===== src/hw/rtl/sstf_disk_scheduler_assert.svh =====
// Assertion macros shared by the disk scheduler modules.
`ifndef SSTF_DISK_SCHEDULER_ASSERT_SVH
`define SSTF_DISK_SCHEDULER_ASSERT_SVH

// The consequent must hold in the same cycle as the antecedent.
`define SSTF_ASSERT_SAME(label, clk, rst, ante, cons) \
   label: assert property (@(posedge clk) disable iff (rst) (ante) |-> (cons)) \
      else $error("sstf assertion failed");

// The consequent must hold in the cycle after the antecedent.
`define SSTF_ASSERT_NEXT(label, clk, rst, ante, cons) \
   label: assert property (@(posedge clk) disable iff (rst) (ante) |=> (cons)) \
      else $error("sstf assertion failed");

`endif


===== src/hw/rtl/sstf_pkg.sv =====
// Shared types and constants of the disk scheduler.
package sstf_pkg;

   localparam int CYL_W = 8;
   localparam int TOT_W = 14;

   // Configuration register indexes.
   localparam logic REG_START_HEAD   = 1'b0;
   localparam logic REG_MAX_CYLINDER = 1'b1;

   // Reset values of the configuration registers.
   localparam logic [CYL_W-1:0] START_HEAD_RESET   = 8'd0;
   localparam logic [CYL_W-1:0] MAX_CYLINDER_RESET = 8'd199;

   // Commands from the controller to the datapath.
   typedef struct packed {
      logic accept;   // store an incoming request
      logic launch;   // begin a batch at the start head
      logic rd_en;    // read one stored entry for the scan
      logic emit;     // serve the best entry and send a result
      logic rescan;   // forget the best entry before a new scan
      logic clear;    // close the batch
   } sstf_cmd_type;

   // Status from the datapath to the controller.
   typedef struct packed {
      logic empty;    // no request is stored
      logic final_hit; // the entry being served is the last of the batch
   } sstf_status_type;

endpackage


===== src/hw/rtl/sstf_disk_scheduler.sv =====
// Top level of the shortest-seek-time-first disk scheduler.
//
//   Channel  Ports                              Transfer
//   request  start, busy, req_*                 start high while busy low
//   result   rsp_valid, rsp_*                   rsp_valid high, one cycle
//   config   csr_wr_en, csr_index, csr_wdata    csr_wr_en high
//
// A request without last is accepted while idle. A last request adds a launch state, then
// each served request takes a scan that reads all N stored requests of the batch on the
// single read port, a drain state for the last read, and a serve state.
// Busy stays high from the launch until the final result is served.
// Reset is synchronous; the store needs no clearing; fill count and state are reset.
// Results cannot be stalled; each one is shown for exactly one cycle.
module sstf_disk_scheduler import sstf_pkg::*; #(
   parameter int MAX_REQUESTS = 64
) (
   input  logic             clock,
   input  logic             reset,
   input  logic             start,
   output logic             busy,
   input  logic [CYL_W-1:0] req_cylinder,
   input  logic             req_last,
   input  logic             csr_wr_en,
   input  logic             csr_index,
   input  logic [CYL_W-1:0] csr_wdata,
   output logic             rsp_valid,
   output logic [CYL_W-1:0] rsp_served_cylinder,
   output logic [CYL_W-1:0] rsp_seek_distance,
   output logic [TOT_W-1:0] rsp_total_movement,
   output logic             rsp_dropped_flag,
   output logic             rsp_final_res
);

   localparam int IDX_W = (MAX_REQUESTS > 1) ? $clog2(MAX_REQUESTS) : 1;
   localparam int CNT_W = $clog2(MAX_REQUESTS + 1);

   sstf_cmd_type    cmd;
   sstf_status_type status;
   logic [IDX_W-1:0] rd_addr;
   logic [CNT_W-1:0] count;

   sstf_controller #(
      .MAX_REQUESTS (MAX_REQUESTS)
   ) u_ctrl (
      .clock    (clock),
      .reset    (reset),
      .start    (start),
      .req_last (req_last),
      .busy     (busy),
      .cmd      (cmd),
      .rd_addr  (rd_addr),
      .status   (status),
      .count    (count)
   );

   sstf_datapath #(
      .MAX_REQUESTS (MAX_REQUESTS)
   ) u_dp (
      .clock               (clock),
      .reset               (reset),
      .cmd                 (cmd),
      .rd_addr             (rd_addr),
      .status              (status),
      .count               (count),
      .req_cylinder        (req_cylinder),
      .csr_wr_en           (csr_wr_en),
      .csr_index           (csr_index),
      .csr_wdata           (csr_wdata),
      .rsp_valid           (rsp_valid),
      .rsp_served_cylinder (rsp_served_cylinder),
      .rsp_seek_distance   (rsp_seek_distance),
      .rsp_total_movement  (rsp_total_movement),
      .rsp_dropped_flag    (rsp_dropped_flag),
      .rsp_final_res       (rsp_final_res)
   );

endmodule


===== src/hw/rtl/sstf_datapath.sv =====
// Datapath of the disk scheduler: request store, nearest-entry scan and results.
`include "sstf_disk_scheduler_assert.svh"

module sstf_datapath import sstf_pkg::*; #(
   parameter int MAX_REQUESTS = 64
) (
   input  logic                                 clock,
   input  logic                                 reset,
   input  sstf_cmd_type                         cmd,
   input  logic [((MAX_REQUESTS > 1) ? $clog2(MAX_REQUESTS) : 1)-1:0] rd_addr,
   output sstf_status_type                      status,
   output logic [$clog2(MAX_REQUESTS + 1)-1:0]  count,
   input  logic [CYL_W-1:0]                     req_cylinder,
   input  logic                                 csr_wr_en,
   input  logic                                 csr_index,
   input  logic [CYL_W-1:0]                     csr_wdata,
   output logic                                 rsp_valid,
   output logic [CYL_W-1:0]                     rsp_served_cylinder,
   output logic [CYL_W-1:0]                     rsp_seek_distance,
   output logic [TOT_W-1:0]                     rsp_total_movement,
   output logic                                 rsp_dropped_flag,
   output logic                                 rsp_final_res
);

   localparam int IDX_W = (MAX_REQUESTS > 1) ? $clog2(MAX_REQUESTS) : 1;
   localparam int CNT_W = $clog2(MAX_REQUESTS + 1);

   // Each entry holds a served mark above the cylinder.
   logic [CYL_W:0]     mem [MAX_REQUESTS];
   logic [CYL_W:0]     rd_data_ff;
   logic               rd_valid_ff;
   logic [IDX_W-1:0]   rd_idx_ff;

   logic [CYL_W-1:0]   start_head_ff, start_head_in;
   logic [CYL_W-1:0]   max_cyl_ff, max_cyl_in;
   logic [CNT_W-1:0]   count_ff, count_in;
   logic [CNT_W-1:0]   served_ff, served_in;
   logic               overflow_ff, overflow_in;
   logic [CYL_W-1:0]   head_ff, head_in;
   logic [TOT_W-1:0]   total_ff, total_in;
   logic               found_ff, found_in;
   logic [IDX_W-1:0]   best_idx_ff, best_idx_in;
   logic [CYL_W-1:0]   best_cyl_ff, best_cyl_in;
   logic [CYL_W-1:0]   best_dist_ff, best_dist_in;
   logic               rsp_valid_ff;
   logic [CYL_W-1:0]   rsp_cyl_ff, rsp_dist_ff;
   logic [TOT_W-1:0]   rsp_total_ff;
   logic               rsp_drop_ff, rsp_final_ff;

   logic               store_req;
   logic               mem_we;
   logic [IDX_W-1:0]   mem_waddr;
   logic [CYL_W:0]     mem_wdata;
   logic [CYL_W-1:0]   cand_cyl;
   logic [CYL_W-1:0]   cand_dist;
   logic               cand_better;
   logic               final_hit;
   logic [TOT_W-1:0]   total_sum;

   // Candidate distance from the current head and the better-than test.
   always_comb begin
      cand_cyl    = rd_data_ff[CYL_W-1:0];
      cand_dist   = (cand_cyl >= head_ff) ? (cand_cyl - head_ff) : (head_ff - cand_cyl);
      cand_better = rd_valid_ff && !rd_data_ff[CYL_W] &&
                    (!found_ff || (cand_dist < best_dist_ff));
   end

   assign final_hit = (served_ff == (count_ff - CNT_W'(1)));
   assign total_sum = total_ff + TOT_W'(best_dist_ff);
   assign store_req = cmd.accept && (req_cylinder <= max_cyl_ff) &&
                      (count_ff < CNT_W'(MAX_REQUESTS));

   // Store write port: new requests during collection, served marks on emit.
   always_comb begin
      mem_we    = store_req || cmd.emit;
      mem_waddr = cmd.emit ? best_idx_ff : count_ff[IDX_W-1:0];
      mem_wdata = cmd.emit ? {1'b1, best_cyl_ff} : {1'b0, req_cylinder};
   end

   always_ff @(posedge clock) begin
      if (mem_we) begin
         mem[mem_waddr] <= mem_wdata;
      end
      rd_data_ff <= mem[rd_addr];
      rd_idx_ff  <= rd_addr;
   end

   // Next values of the batch state and configuration.
   always_comb begin
      start_head_in = start_head_ff;
      max_cyl_in    = max_cyl_ff;
      count_in      = count_ff;
      served_in     = served_ff;
      overflow_in   = overflow_ff;
      head_in       = head_ff;
      total_in      = total_ff;
      found_in      = found_ff;
      best_idx_in   = best_idx_ff;
      best_cyl_in   = best_cyl_ff;
      best_dist_in  = best_dist_ff;

      if (csr_wr_en) begin
         case (csr_index)
            REG_START_HEAD:   start_head_in = csr_wdata;
            REG_MAX_CYLINDER: max_cyl_in    = csr_wdata;
            default:          ;
         endcase
      end

      if (store_req) begin
         count_in = count_ff + CNT_W'(1);
      end else if (cmd.accept && (req_cylinder <= max_cyl_ff)) begin
         overflow_in = 1'b1;
      end

      if (cmd.launch) begin
         head_in   = start_head_ff;
         served_in = '0;
         found_in  = 1'b0;
      end

      if (cand_better) begin
         found_in     = 1'b1;
         best_idx_in  = rd_idx_ff;
         best_cyl_in  = cand_cyl;
         best_dist_in = cand_dist;
      end

      if (cmd.emit) begin
         head_in   = best_cyl_ff;
         total_in  = total_sum;
         served_in = served_ff + CNT_W'(1);
      end

      if (cmd.rescan) begin
         found_in = 1'b0;
      end

      if (cmd.clear) begin
         count_in    = '0;
         served_in   = '0;
         overflow_in = 1'b0;
         total_in    = '0;
      end
   end

   always_ff @(posedge clock) begin
      if (reset) begin
         start_head_ff <= START_HEAD_RESET;
         max_cyl_ff    <= MAX_CYLINDER_RESET;
         count_ff      <= '0;
         served_ff     <= '0;
         overflow_ff   <= 1'b0;
         head_ff       <= '0;
         total_ff      <= '0;
         found_ff      <= 1'b0;
         rd_valid_ff   <= 1'b0;
         rsp_valid_ff  <= 1'b0;
      end else begin
         start_head_ff <= start_head_in;
         max_cyl_ff    <= max_cyl_in;
         count_ff      <= count_in;
         served_ff     <= served_in;
         overflow_ff   <= overflow_in;
         head_ff       <= head_in;
         total_ff      <= total_in;
         found_ff      <= found_in;
         rd_valid_ff   <= cmd.rd_en;
         rsp_valid_ff  <= cmd.emit;
      end
   end

   // Best-entry and result payload registers.
   always_ff @(posedge clock) begin
      best_idx_ff  <= best_idx_in;
      best_cyl_ff  <= best_cyl_in;
      best_dist_ff <= best_dist_in;
      if (cmd.emit) begin
         rsp_cyl_ff   <= best_cyl_ff;
         rsp_dist_ff  <= best_dist_ff;
         rsp_total_ff <= total_sum;
         rsp_drop_ff  <= overflow_ff;
         rsp_final_ff <= final_hit;
      end
   end

   assign status.empty     = (count_ff == '0);
   assign status.final_hit = final_hit;
   assign count            = count_ff;

   assign rsp_valid           = rsp_valid_ff;
   assign rsp_served_cylinder = rsp_cyl_ff;
   assign rsp_seek_distance   = rsp_dist_ff;
   assign rsp_total_movement  = rsp_total_ff;
   assign rsp_dropped_flag    = rsp_drop_ff;
   assign rsp_final_res       = rsp_final_ff;

   // A served entry must have been found by the scan that preceded it.
   `SSTF_ASSERT_SAME(a_emit_found, clock, reset, cmd.emit, found_ff)
   // The fill count never passes the store depth.
   `SSTF_ASSERT_SAME(a_count_bound, clock, reset, 1'b1, count_ff <= CNT_W'(MAX_REQUESTS))
   // After the last result the batch is empty again.
   `SSTF_ASSERT_NEXT(a_final_clears, clock, reset, cmd.emit && final_hit,
                     count_ff == '0 && total_ff == '0)

endmodule


===== src/hw/rtl/sstf_controller.sv =====
// Controller of the disk scheduler: batch sequencing and scan addressing.
`include "sstf_disk_scheduler_assert.svh"

module sstf_controller import sstf_pkg::*; #(
   parameter int MAX_REQUESTS = 64
) (
   input  logic                                 clock,
   input  logic                                 reset,
   input  logic                                 start,
   input  logic                                 req_last,
   output logic                                 busy,
   output sstf_cmd_type                         cmd,
   output logic [((MAX_REQUESTS > 1) ? $clog2(MAX_REQUESTS) : 1)-1:0] rd_addr,
   input  sstf_status_type                      status,
   input  logic [$clog2(MAX_REQUESTS + 1)-1:0]  count
);

   localparam int IDX_W = (MAX_REQUESTS > 1) ? $clog2(MAX_REQUESTS) : 1;
   localparam int CNT_W = $clog2(MAX_REQUESTS + 1);

   typedef enum logic [2:0] {
      ST_IDLE,
      ST_LAUNCH,
      ST_SCAN,
      ST_DRAIN,
      ST_EMIT
   } state_type;

   state_type        state_ff, state_in;
   logic [IDX_W-1:0] idx_ff, idx_in;
   logic             scan_end;

   assign scan_end = (CNT_W'(idx_ff) == (count - CNT_W'(1)));

   // Command decode and next state.
   always_comb begin
      state_in = state_ff;
      idx_in   = idx_ff;
      cmd      = '0;
      case (state_ff)
         ST_IDLE: begin
            if (start) begin
               cmd.accept = 1'b1;
               if (req_last) begin
                  state_in = ST_LAUNCH;
               end
            end
         end
         ST_LAUNCH: begin
            if (status.empty) begin
               cmd.clear = 1'b1;
               state_in  = ST_IDLE;
            end else begin
               cmd.launch = 1'b1;
               idx_in     = '0;
               state_in   = ST_SCAN;
            end
         end
         ST_SCAN: begin
            cmd.rd_en = 1'b1;
            if (scan_end) begin
               state_in = ST_DRAIN;
            end else begin
               idx_in = idx_ff + IDX_W'(1);
            end
         end
         ST_DRAIN: begin
            state_in = ST_EMIT;
         end
         ST_EMIT: begin
            cmd.emit = 1'b1;
            if (status.final_hit) begin
               cmd.clear = 1'b1;
               state_in  = ST_IDLE;
            end else begin
               cmd.rescan = 1'b1;
               idx_in     = '0;
               state_in   = ST_SCAN;
            end
         end
         default: begin
            state_in = ST_IDLE;
         end
      endcase
   end

   always_ff @(posedge clock) begin
      if (reset) begin
         state_ff <= ST_IDLE;
         idx_ff   <= '0;
      end else begin
         state_ff <= state_in;
         idx_ff   <= idx_in;
      end
   end

   assign busy    = (state_ff != ST_IDLE);
   assign rd_addr = idx_ff;

   // The scan never addresses an entry beyond the fill count.
   `SSTF_ASSERT_SAME(a_scan_in_range, clock, reset, state_ff == ST_SCAN,
                     CNT_W'(idx_ff) < count)
   // A launch, made only for a non-empty batch, starts the scan at entry zero.
   `SSTF_ASSERT_NEXT(a_launch_scan, clock, reset, cmd.launch,
                     state_ff == ST_SCAN && idx_ff == '0)

endmodule

===== config.mk =====
export PLATFORM = sky130hd
export DESIGN_NAME = sstf_disk_scheduler
export DESIGN_NICKNAME = d
export VERILOG_FILES = /design/src/hw/rtl/sstf_pkg.sv /design/src/hw/rtl/sstf_disk_scheduler.sv /design/src/hw/rtl/sstf_datapath.sv /design/src/hw/rtl/sstf_controller.sv
export VERILOG_INCLUDE_DIRS = /design/src /design/src/hw/rtl
export SDC_FILE = /design/constraint.sdc
export NUM_CORES = 1
export LEC_CHECK = 0
export BUFFER_PORTS_ARGS = -buffer_cell sky130_fd_sc_hd__buf_2
export CORE_MARGIN = 1.5
export CORE_UTILIZATION = 40
export CTS_BUF_LIST = sky130_fd_sc_hd__clkbuf_16
export DETAILED_ROUTE_END_ITERATION = 10
export GPL_ROUTABILITY_DRIVEN = 0
export HOLD_SLACK_MARGIN = 0.06
export PLACE_DENSITY_LB_ADDON = 0.12
export SETUP_SLACK_MARGIN = 0.5
export SYNTH_ARGS = -nofsm -noshare
export SYNTH_HDL_FRONTEND = slang
export SYNTH_SLANG_ARGS = --single-unit

===== constraint.sdc =====
create_clock -name clock -period 5.8 [get_ports clock]
set_input_delay 0.87 -clock clock [delete_from_list [all_inputs] [get_ports clock]]
set_output_delay 0.87 -clock clock [all_outputs]
set_load 0.02 [all_outputs]

==> metrics, run 1 <==
max-capacitance violation count 0; Total Wirelength approximately 70000 µm; via count around 14000; Hold Crit Class reg -> reg; die area roughly 74000 µm²; Reg power frac 0.525; root buffer cell clkbuf_16; switching pwr roughly 2.3 mW; Max IR drop VDD 230.1 µV; max_slew headroom 0.3373; TritonRoute pass-1 iters 5; IO Port Bufs between 50 and 60; max frequency approximately 0.23 GHz; setup TNS 0 ps; clk sinks 710; Clock power frac 0.436; placed insts about 2500; Resize count post-CTS 0; Final Setup Violations 0; #FFs+latches synth between 700 and 800; Final Total Pwr approximately 11 mW; hold_ws between 300 and 400 ps; Clk pin slew, worst setup/hold paths 60 ps; htree depth 3; vias in the first global route 14790; Worst Path Max Fanout 17; Site Rows 98; GRT Overall Usage 0.1931; Die H around 270 µm; syn nets about 1600; largest net degree at the start of global routing 65; Leak about 10 nW; Antenna Nets Post-Route 0; nets about 1700; global-route wire length before repair 103200 µm; drt wl/cell approximately 26 µm; DP HPWL approximately 44000 µm; synthesis-to-layout area growth 13.06%; Top FF cell, synth edfxtp_1; Vias/cell about 5.4; initial antenna violation count 2; Post-CTS Setup Bufs 0; status complete, no violations; Critical Path AT between 4000 and 5000 ps; Post-Synthesis Cells between 1500 and 2000; Worst-Margin Slew about 1000 ps; residual DRC count 0; top cell type's share of synthesized area 0.6575; Synth area leaders edfxtp_1, mux4_2, dfxtp_1, ha_1, nor2_1; Setup crit end kind flop; synth unique cells 60; synthesized area ~29000 µm²; P per Cell Area around 330 nW/µm²; number of synthesized flops with an enable pin 630; Seq/Total Area, Yosys 0.7132; DR iter-0 viols about 1000; layout cells sized above 1 0.2253; total CTS buffers between 70 and 80; WS Path Type reg -> reg; Layout Cells excl Fill 2660; # hold bufs at CTS 0; Synth area leader edfxtp_1; ys async rst share 0; Cell Int Power around 8.4 mW; final setup skew ~28 ps; CP Launch Type flop; Filler Cells Inserted between 6000 and 7000; RSZ-0062 raised after global routing no; worst skew pair latency roughly 630 ps; Final Core Density 0.4558; Slew Limit Fails 0; WP data required ~6300 ps; period utilization 0.7434; num ports between 50 and 60; Placeable Area between 70000 and 80000 µm²; Hold Fails Final Rpt 0; Net Sw Frac 0.2150; fin crit period about 4300 ps; mean post-synth cell area 18.26 µm²; TritonCTS clock tree yes; global route overflow 0; chip width 271.2 µm; Yosys warning count 0; Starting Density 0.4032; Logic pwr share 0.039; Clock Tree Buf Depth 3
[worst max-delay path, cell delays in order, from the launching register on]
cell and delay [ps]:
dfxtp_1 420, inv_1 110, fa_1 450, a21o_1 200, a21oi_1 190, a311oi_1 140, o22ai_2 410, mux2i_1 320
o21ai_0 150, xor2_1 220, ha_1 280, a211oi_1 220, a21oi_1 120, o21ai_2 370, buf_4 350, a21oi_1 80
a211oi_1 200
[layout by cell type (no fill, tap or decap), types with 27 or more instances in the layout]
master / count
a21oi_1: 39
buf_2: 55
clkbuf_16: 78
dfxtp_1: 76
edfxtp_1: 630
ha_1: 42
inv_1: 69
mux2i_1: 30
mux4_2: 183
nand2_1: 71
nand3_1: 34
nor2_1: 123
xnor2_1: 27
[layout make-up]
type | count | area, µm² | area share
multi-input combinational | 740 | 7774 | 0.2390
clock inverter | 56 | 430.4 | 0.01323
tap | 950 | 1189 | 0.03654
timing repair buffer | 78 | 473.0 | 0.01454
antenna | 1 | 2.502 | 0.00007693
inverter | 47 | 178.9 | 0.005500
clock buffer | 78 | 1952 | 0.06000
sequential | 710 | 20530 | 0.6311
[metrics by stage]
| stage | setup WS [ps] | area (µm²) |
|---|---|---|
| floorplan | 875.8 | 28770 |
| finish | 1488 | 32530 |
| detailed placement | 1018 | 30140 |
| CTS | 1465 | 32530 |
| global placement | 1158 | 30140 |
| global route | 1002 | 32530 |
[synthesized netlist by cell type, types with 5 or more instances]
| library cell | instances |
|---|---|
| a31oi_1 | 9 |
| o21ai_0 | 15 |
| xnor2_1 | 27 |
| nand3b_1 | 7 |
| dfxtp_1 | 80 |
| a211oi_1 | 22 |
| buf_6 | 7 |
| nor2b_1 | 12 |
| buf_1 | 8 |
| and3_1 | 11 |
| o21a_1 | 7 |
| buf_2 | 18 |
| a211o_1 | 5 |
| a21o_1 | 8 |
| nor2_1 | 123 |
| clkbuf_1 | 45 |
| nand2_1 | 79 |
| mux4_2 | 183 |
| edfxtp_1 | 630 |
| ha_1 | 42 |
| nand2b_1 | 7 |
| nor3_1 | 9 |
| xor2_1 | 18 |
| mux2i_1 | 30 |
| nand3_1 | 34 |
| inv_1 | 46 |
| a21oi_1 | 39 |
[sequential cells by signal (all words and copies together) (netlist names), 3 cells and up]
signal / flops
u_ctrl.rd_addr: 6
u_ctrl.state_ff: 3
u_dp.best_cyl_ff: 8
u_dp.best_dist_ff: 8
u_dp.best_idx_ff: 6
u_dp.count: 7
u_dp.head_ff: 8
u_dp.max_cyl_ff: 8
u_dp.mem: 576
u_dp.rd_data_ff: 9
u_dp.rd_idx_ff: 6
u_dp.rsp_seek_distance: 8
u_dp.rsp_served_cylinder: 8
u_dp.rsp_total_movement: 14
u_dp.served_ff: 7
u_dp.start_head_ff: 8
u_dp.total_ff: 14
[power groups by stage]
| stage | registers [mW] | clock network, mW | logic (mW) |
|---|---|---|---|
| 2_1_floorplan | 5.71 | 0 | 0.270 |
| 3_3_place_gp | 5.73 | 0 | 0.424 |
| 3_5_place_dp | 5.73 | 0 | 0.427 |
| 4_1_cts | 5.62 | 4.77 | 0.428 |
| 5_1_grt | 5.62 | 4.95 | 0.464 |
| 6_report | 5.62 | 4.66 | 0.419 |
[worst paths after layout]
path                                startpoint                            end  slack (ps)  cells after the start
setup / recovery  u_dp.head_ff[1]$_SDFFE_PP0P_     u_dp.found_ff$_SDFFE_PP0P_        1490                     16
hold / removal       u_dp.rd_idx_ff[0]$_DFF_P_  u_dp.best_idx_ff[0]$_DFFE_PP_         390                      0
setup reg to reg  u_dp.head_ff[1]$_SDFFE_PP0P_     u_dp.found_ff$_SDFFE_PP0P_        1490                     16
hold reg to reg      u_dp.rd_idx_ff[0]$_DFF_P_  u_dp.best_idx_ff[0]$_DFFE_PP_         390                      0
[cells by family after synthesis]
logic type,after synthesis,synth area share
xor+xnor,47,0.01526
mux,215,0.1545
compound gates,129,0.02983
simple gates,304,0.04771
flops,710,0.7132
buf+inv,126,0.01918
fa+ha+maj,45,0.02035
[layer usage]
metal	GRT usage	up-vias	wire, µm
met2	0.3116	382	33990
met4	0.05497	4	1823
met3	0.03972	117	3679
met1	0.2664	7558	30820
met5	0	-	27
li1	-	6402	-
Note: power is estimated with default switching activity, not from simulation.
==> inputs of run 2 (changes only) <==
==> constraint.sdc (replaced) <==
create_clock -name clock -period 4.24 [get_ports clock]
set_input_delay 0.636 -clock clock [delete_from_list [all_inputs] [get_ports clock]]
set_output_delay 0.636 -clock clock [all_outputs]
set_load 0.02 [all_outputs]
==> metrics, run 2 (same netlist as run 1, synthesis figures left out) <==
status complete, no violations; Filler Cells Inserted 6093 (-0.46%); clk sinks 710 (unchanged); Clk pin slew, worst setup/hold paths 60 ps (about the same); Final Total Pwr 14.54 mW (+36%); residual DRC count 0 (unchanged); Worst Path Max Fanout 6 (-11); Die H 271.2 µm (unchanged); n_diodes 0 (-1); max-capacitance violation count 0 (unchanged); Vias/cell 5.342 (-1.7%); htree depth 3 (unchanged); CP Launch Type flop; Total Wirelength 66660 µm (-5.2%); setup TNS 0 ps (unchanged); WS Path Type reg -> reg; WP data required 4580 ps (-1760 ps); most common cell after layout, fill and taps aside edfxtp_1; P per Cell Area 436.6 nW/µm² (+33%); Slew Limit Fails 0 (unchanged); # hold bufs at CTS 0 (unchanged); via count 14740 (+1.9%); Clock Tree Buf Depth 3 (unchanged); CP top delay family compound AO/OA/AOI/OAI gates; Starting Density 0.4032 (unchanged); IO Port Bufs 55 (unchanged); Placed Area 30820 µm² (+2.2%); TritonRoute pass-1 iters 5 (unchanged); CP Cell Sequence inv_1 -> fa_2 -> a21o_1 -> a21oi_2 -> a311oi_2 -> o22ai_2 -> buf_6 -> mux2i_4 -> o21ai_0 -> xor2_1 -> ha_1 -> o21a_1 -> o21ai_2 -> a21oi_2 -> o21ai_4 -> buf_6 -> buf_12; layout cells sized above 1 0.2736 (+0.04835); final setup skew 23.77 ps (-4.357 ps); num ports 56 (unchanged); Final Setup Violations 0 (unchanged); Final Core Density 0.4665 (+0.01073); vias in the first global route 15160 (+2.5%); drt wl/cell 24.16 µm (-8.6%); number of flip-flops in the largest register 576 (unchanged); die area 73550 µm² (unchanged); DP HPWL 42810 µm (-3.5%); Hold Crit Class in -> reg; nets 1814 (+5.4%); Worst Path Buf+Inv 4 (+2); period utilization 0.8480 (+0.1046); total CTS buffers 78 (+1.3%); max frequency 0.2781 GHz (+20%); global-route wire length before repair 99440 µm (-3.6%); crit-path max cell delay 410 ps (-40 ps); RSZ-0062 raised after global routing no; Antenna Nets Post-Route 0 (unchanged); max_slew headroom 0.2135 (-0.1237); post-route cell area 33290 µm² (+2.4%); Setup crit end kind flop; global route overflow 0 (unchanged); chip width 271.2 µm (unchanged); Placeable Area 71360 µm² (unchanged); Hold Fails Final Rpt 0 (unchanged); most frequent cells in the layout edfxtp_1, mux4_2, nor2_1; worst skew pair latency 620 ps (about the same); Reg with most FFs u_dp.mem; TritonCTS clock tree yes; Critical Path AT 3930 ps (-920 ps); largest net degree at the start of global routing 65 (unchanged); DR iter-0 viols 1320 (+32%); Leak 10.97 nW (+4.6%); synthesis-to-layout area growth 15.72%; Worst-Margin Slew 1175 ps (+181.1 ps); Crit-path slowest cell dfxtp_1; GRT Overall Usage 0.1841 (-0.009026); Site Rows 98 (unchanged); fin crit period 3596 ps (-716.2 ps); root buffer cell clkbuf_16; initial antenna violation count 1 (-1); Max IR drop VDD 273.0 µV (+19%)
-- run 2: cell types whose count changed in the layout (fill, tap and decap cells not counted), moves of 5 or more --
| cell | delta |
|---|---|
| nand2_2 | +7 |
| nand2_4 | -7 |
| buf_4 | +84 |
| clkinv_1 | +5 |
| inv_1 | -5 |
| clkinv_2 | +6 |
| buf_12 | +5 |
-- run 2: where the power goes --
part,internal [mW],switching (mW)
logic,0.223,0.375
registers,7.65,0.0306
clock network,3.57,2.68
total,11.4,3.09
-- run 2: cell type report --
| type | instances | area, µm² | share of cell area |
|---|---|---|---|
| multi-input cells | 740 | 7791 | 0.2340 |
| flip-flops and latches | 710 | 20530 | 0.6166 |
| well taps | 950 | 1189 | 0.03570 |
| repair buffers | 170 | 1237 | 0.03717 |
| clock inverters | 61 | 340.3 | 0.01022 |
| clock buffers | 81 | 2027 | 0.06088 |
| inverters | 47 | 178.9 | 0.005374 |
-- run 2: final timing paths --
path                                startpoint                                 end  slack (ps)  cells past startpoint
setup reg to reg  u_dp.head_ff[1]$_SDFFE_PP0P_       u_dp.best_idx_ff[3]$_DFFE_PP_         640                     17
hold reg to reg      u_dp.rd_idx_ff[0]$_DFF_P_       u_dp.best_idx_ff[0]$_DFFE_PP_         400                      0
hold / removal                    csr_wdata[2]  u_dp.start_head_ff[2]$_SDFFE_PP0P_         280                      3
setup / recovery  u_dp.head_ff[1]$_SDFFE_PP0P_       u_dp.best_idx_ff[3]$_DFFE_PP_         640                     17
-- run 2: per-stage QoR --
step,worst slack (ps),hold WS (ps),instances
after global routing,501.2,265.6,2759
after CTS,505.9,242.9,2757
after detailed placement,325.1,401.0,2612
final,644.4,281.1,2759
after floorplan,521.1,329.0,1576
after global placement,341.5,388.9,2612
-- run 2: per-layer routing --
layer  global-route usage  wire length, µm  up-vias
met5                    0                0        -
met4              0.05863             1473        0
met3              0.03131             3334       80
met2               0.2978            32260      339
met1               0.2554            29600     7729
li1                     -                -     6591
-- run 2: timing repair --
action	CTS	global route
gates resized for setup	0	16
setup endpoints to repair	23	23
setup buffers	3	2
pin swaps	1	1
-- run 2: worst min-delay path, delay by kind of cell --
kind,cells,cell delay [ps]
buffers and inverters,1,90
AND/OR/NAND/NOR,1,80
multiplexers,1,60
==> inputs of run 3 (changes only) <==
==> constraint.sdc (replaced) <==
create_clock -name clock -period 3.13 [get_ports clock]
set_input_delay 0.4695 -clock clock [delete_from_list [all_inputs] [get_ports clock]]
set_output_delay 0.4695 -clock clock [all_outputs]
set_load 0.02 [all_outputs]
==> metrics, run 3 (same netlist as run 1, synthesis figures left out) <==
root buffer cell clkbuf_16; most frequent cells in the layout edfxtp_1, mux4_2, buf_12; Max IR drop VDD 364.6 µV (+34%); worst reg-to-reg path cell count 19 (+2); largest net degree at the start of global routing 65 (unchanged); Hold Path Depth 3 (unchanged); Critical Path AT 3990 ps (+60 ps); GRT Overall Usage 0.1942 (+0.01012); global route overflow 0 (unchanged); period utilization 1.108 (+0.2602); post-route cell area 36610 µm² (+10%); Reg with most FFs u_dp.mem; P per Cell Area 551.1 nW/µm² (+26%); initial antenna violation count 0 (-1); global-route wire length before repair 104000 µm (+4.6%); setup TNS -7400 ps (-7400 ps); Filler Cells Inserted 5782 (-5.1%); IO Port Bufs 55 (unchanged); DR iter-0 viols 1252 (-5.2%); synthesis-to-layout area growth 27.25%; htree depth 3 (unchanged); Vias/cell 5.303 (-0.73%); Placeable Area 71360 µm² (unchanged); Placed Area 31910 µm² (+3.5%); chip width 271.2 µm (unchanged); drt wl/cell 24.54 µm (+1.6%); Site Rows 98 (unchanged); Clock Tree Buf Depth 3 (unchanged); hold path endpoint u_dp.max_cyl_ff[5]$_SDFFE_PP0P_; via count 15330 (+4.0%); most common cell after layout, fill and taps aside edfxtp_1; DP HPWL 42760 µm (-0.12%); RSZ-0062 raised after global routing yes; Reg-to-Reg End u_dp.found_ff$_SDFFE_PP0P_; Die H 271.2 µm (unchanged); Leak 12.14 nW (+11%); Final Setup Violations 23 (+23); number of flip-flops in the largest register 576 (unchanged); R2R setup slack -340 ps (-980 ps); max frequency 0.2883 GHz (+3.7%); Layout Cells excl Fill 2891 (+4.8%); final setup skew 20.76 ps (-3.007 ps); layout cells sized above 1 0.3753 (+0.1016); Worst-Margin Slew 912.8 ps (-262.4 ps); WP data required 3650 ps (-930 ps); Hold Fails Final Rpt 0 (unchanged); hold_ws 117.3 ps (-163.8 ps); placed insts 2632 (+0.77%); Clk pin slew, worst setup/hold paths 60 ps (about the same); Worst Path Max Fanout 15 (+9); clk sinks 710 (unchanged); hold_sp csr_wdata[5]; status finished with violations; Total Wirelength 70940 µm (+6.4%); fin crit period 3469 ps (-127.0 ps); CP Launch Type flop; Sequential Area 20540 µm² (about the same); num ports 56 (unchanged); total CTS buffers 77 (-1.3%); Setup crit end kind flop; worst r2r src u_dp.rd_data_ff[0]$_DFF_P_; Hold Crit Class in -> reg; max_slew headroom 0.3902 (+0.1767); max-capacitance violation count 0 (unchanged); vias in the first global route 15790 (+4.1%); TritonRoute pass-1 iters 5 (unchanged); Starting Density 0.4032 (unchanged); residual DRC count 0 (unchanged); Final Core Density 0.5130 (+0.04646); die area 73550 µm² (unchanged); Antenna Nets Post-Route 0 (unchanged); TritonCTS clock tree yes; failing checks negative setup slack; Setup WS post-layout -338.6 ps (-983.0 ps); # hold bufs at CTS 0 (unchanged); WS Path Type reg -> reg; Slew Limit Fails 0 (unchanged); footprint of the multi-input gates 8498 µm² (+9.1%); nets 1948 (+7.4%); worst skew pair latency 610 ps (about the same)
## run 3: cell count changes in the layout (fill, tap and decap cells not counted), moves of 5 or more
| cell | change |
|---|---|
| nor2_4 | +64 |
| nor2_1 | -64 |
| buf_6 | +66 |
| buf_12 | +82 |
| nand2_1 | -5 |
| nand3_1 | -9 |
| buf_16 | +9 |
| dfxtp_1 | -6 |
| dfxtp_2 | +6 |
| nand3_4 | +8 |
| buf_4 | -29 |
## run 3: how the worst max path moves through the flow
stage	to	from	cells past startpoint
after floorplan	u_dp.best_cyl_ff[0]$_DFFE_PP_	u_dp.rd_data_ff[0]$_DFF_P_	16
after CTS	u_dp.best_dist_ff[5]$_DFFE_PP_	u_dp.rd_data_ff[0]$_DFF_P_	17
final	u_dp.found_ff$_SDFFE_PP0P_	u_dp.rd_data_ff[0]$_DFF_P_	19
after detailed placement	u_dp.best_cyl_ff[4]$_DFFE_PP_	u_dp.rd_data_ff[0]$_DFF_P_	16
after global routing	u_dp.found_ff$_SDFFE_PP0P_	u_dp.rd_data_ff[0]$_DFF_P_	20
after global placement	u_dp.best_cyl_ff[6]$_DFFE_PP_	u_dp.rd_data_ff[0]$_DFF_P_	17
## run 3: final cells by class
type / instances / share of cell area
well taps: 950 / 0.03247
repair buffers: 305 / 0.1037
flip-flops and latches: 710 / 0.5610
multi-input cells: 740 / 0.2321
inverters: 47 / 0.004887
diodes: 1 / 0.00006835
clock inverters: 58 / 0.01111
clock buffers: 80 / 0.05468
## run 3: power breakdown
| part | internal [mW] | switching [mW] | leakage (nW) | total [mW] |
|---|---|---|---|---|
| sequential | 10.4 | 0.0327 | 6.36 | 10.4 |
| clock | 5.03 | 3.68 | 1.24 | 8.71 |
| combinational | 0.473 | 0.602 | 4.54 | 1.08 |
| total | 15.9 | 4.31 | 12.1 | 20.2 |
## run 3: critical path: stages (launching register included)
cell,delay [ps]
dfxtp_2,320
inv_2,60
ha_4,110
inv_2,40
fa_2,350
a21o_1,180
a21oi_2,150
a311oi_2,140
o22ai_4,220
buf_12,150
mux2i_2,230
xor2_1,210
ha_1,260
o21a_1,200
o21ai_2,140
a21oi_2,60
o21ai_4,180
buf_12,180
a21oi_1,50
a211oi_1,170
## run 3: stage by stage
step / total power, mW / worst slack [ps]
global route: 20.85 / -571.9
detailed placement: 11.55 / -357.7
floorplan: 11.15 / -358.0
finish: 20.18 / -338.6
global placement: 11.53 / -315.7
CTS: 20.35 / -352.8
## run 3: repair_timing
| action | CTS | global route |
|---|---|---|
| gates resized for setup | 123 | 52 |
| cloned | 20 | 4 |
| setup endpoints to repair | 609 | 841 |
| setup buffers | 68 | 28 |
| pin swaps | 42 | 25 |
| hold endpoints to repair | 0 | 0 |
## run 3: routing by layer
metal | vias up | wire length [µm] | global-route usage
met5 | - | 0 | 0
met4 | 0 | 1969 | 0.06827
met3 | 103 | 3229 | 0.03636
met2 | 301 | 34970 | 0.3167
met1 | 8063 | 30780 | 0.2623
li1 | 6865 | - | -
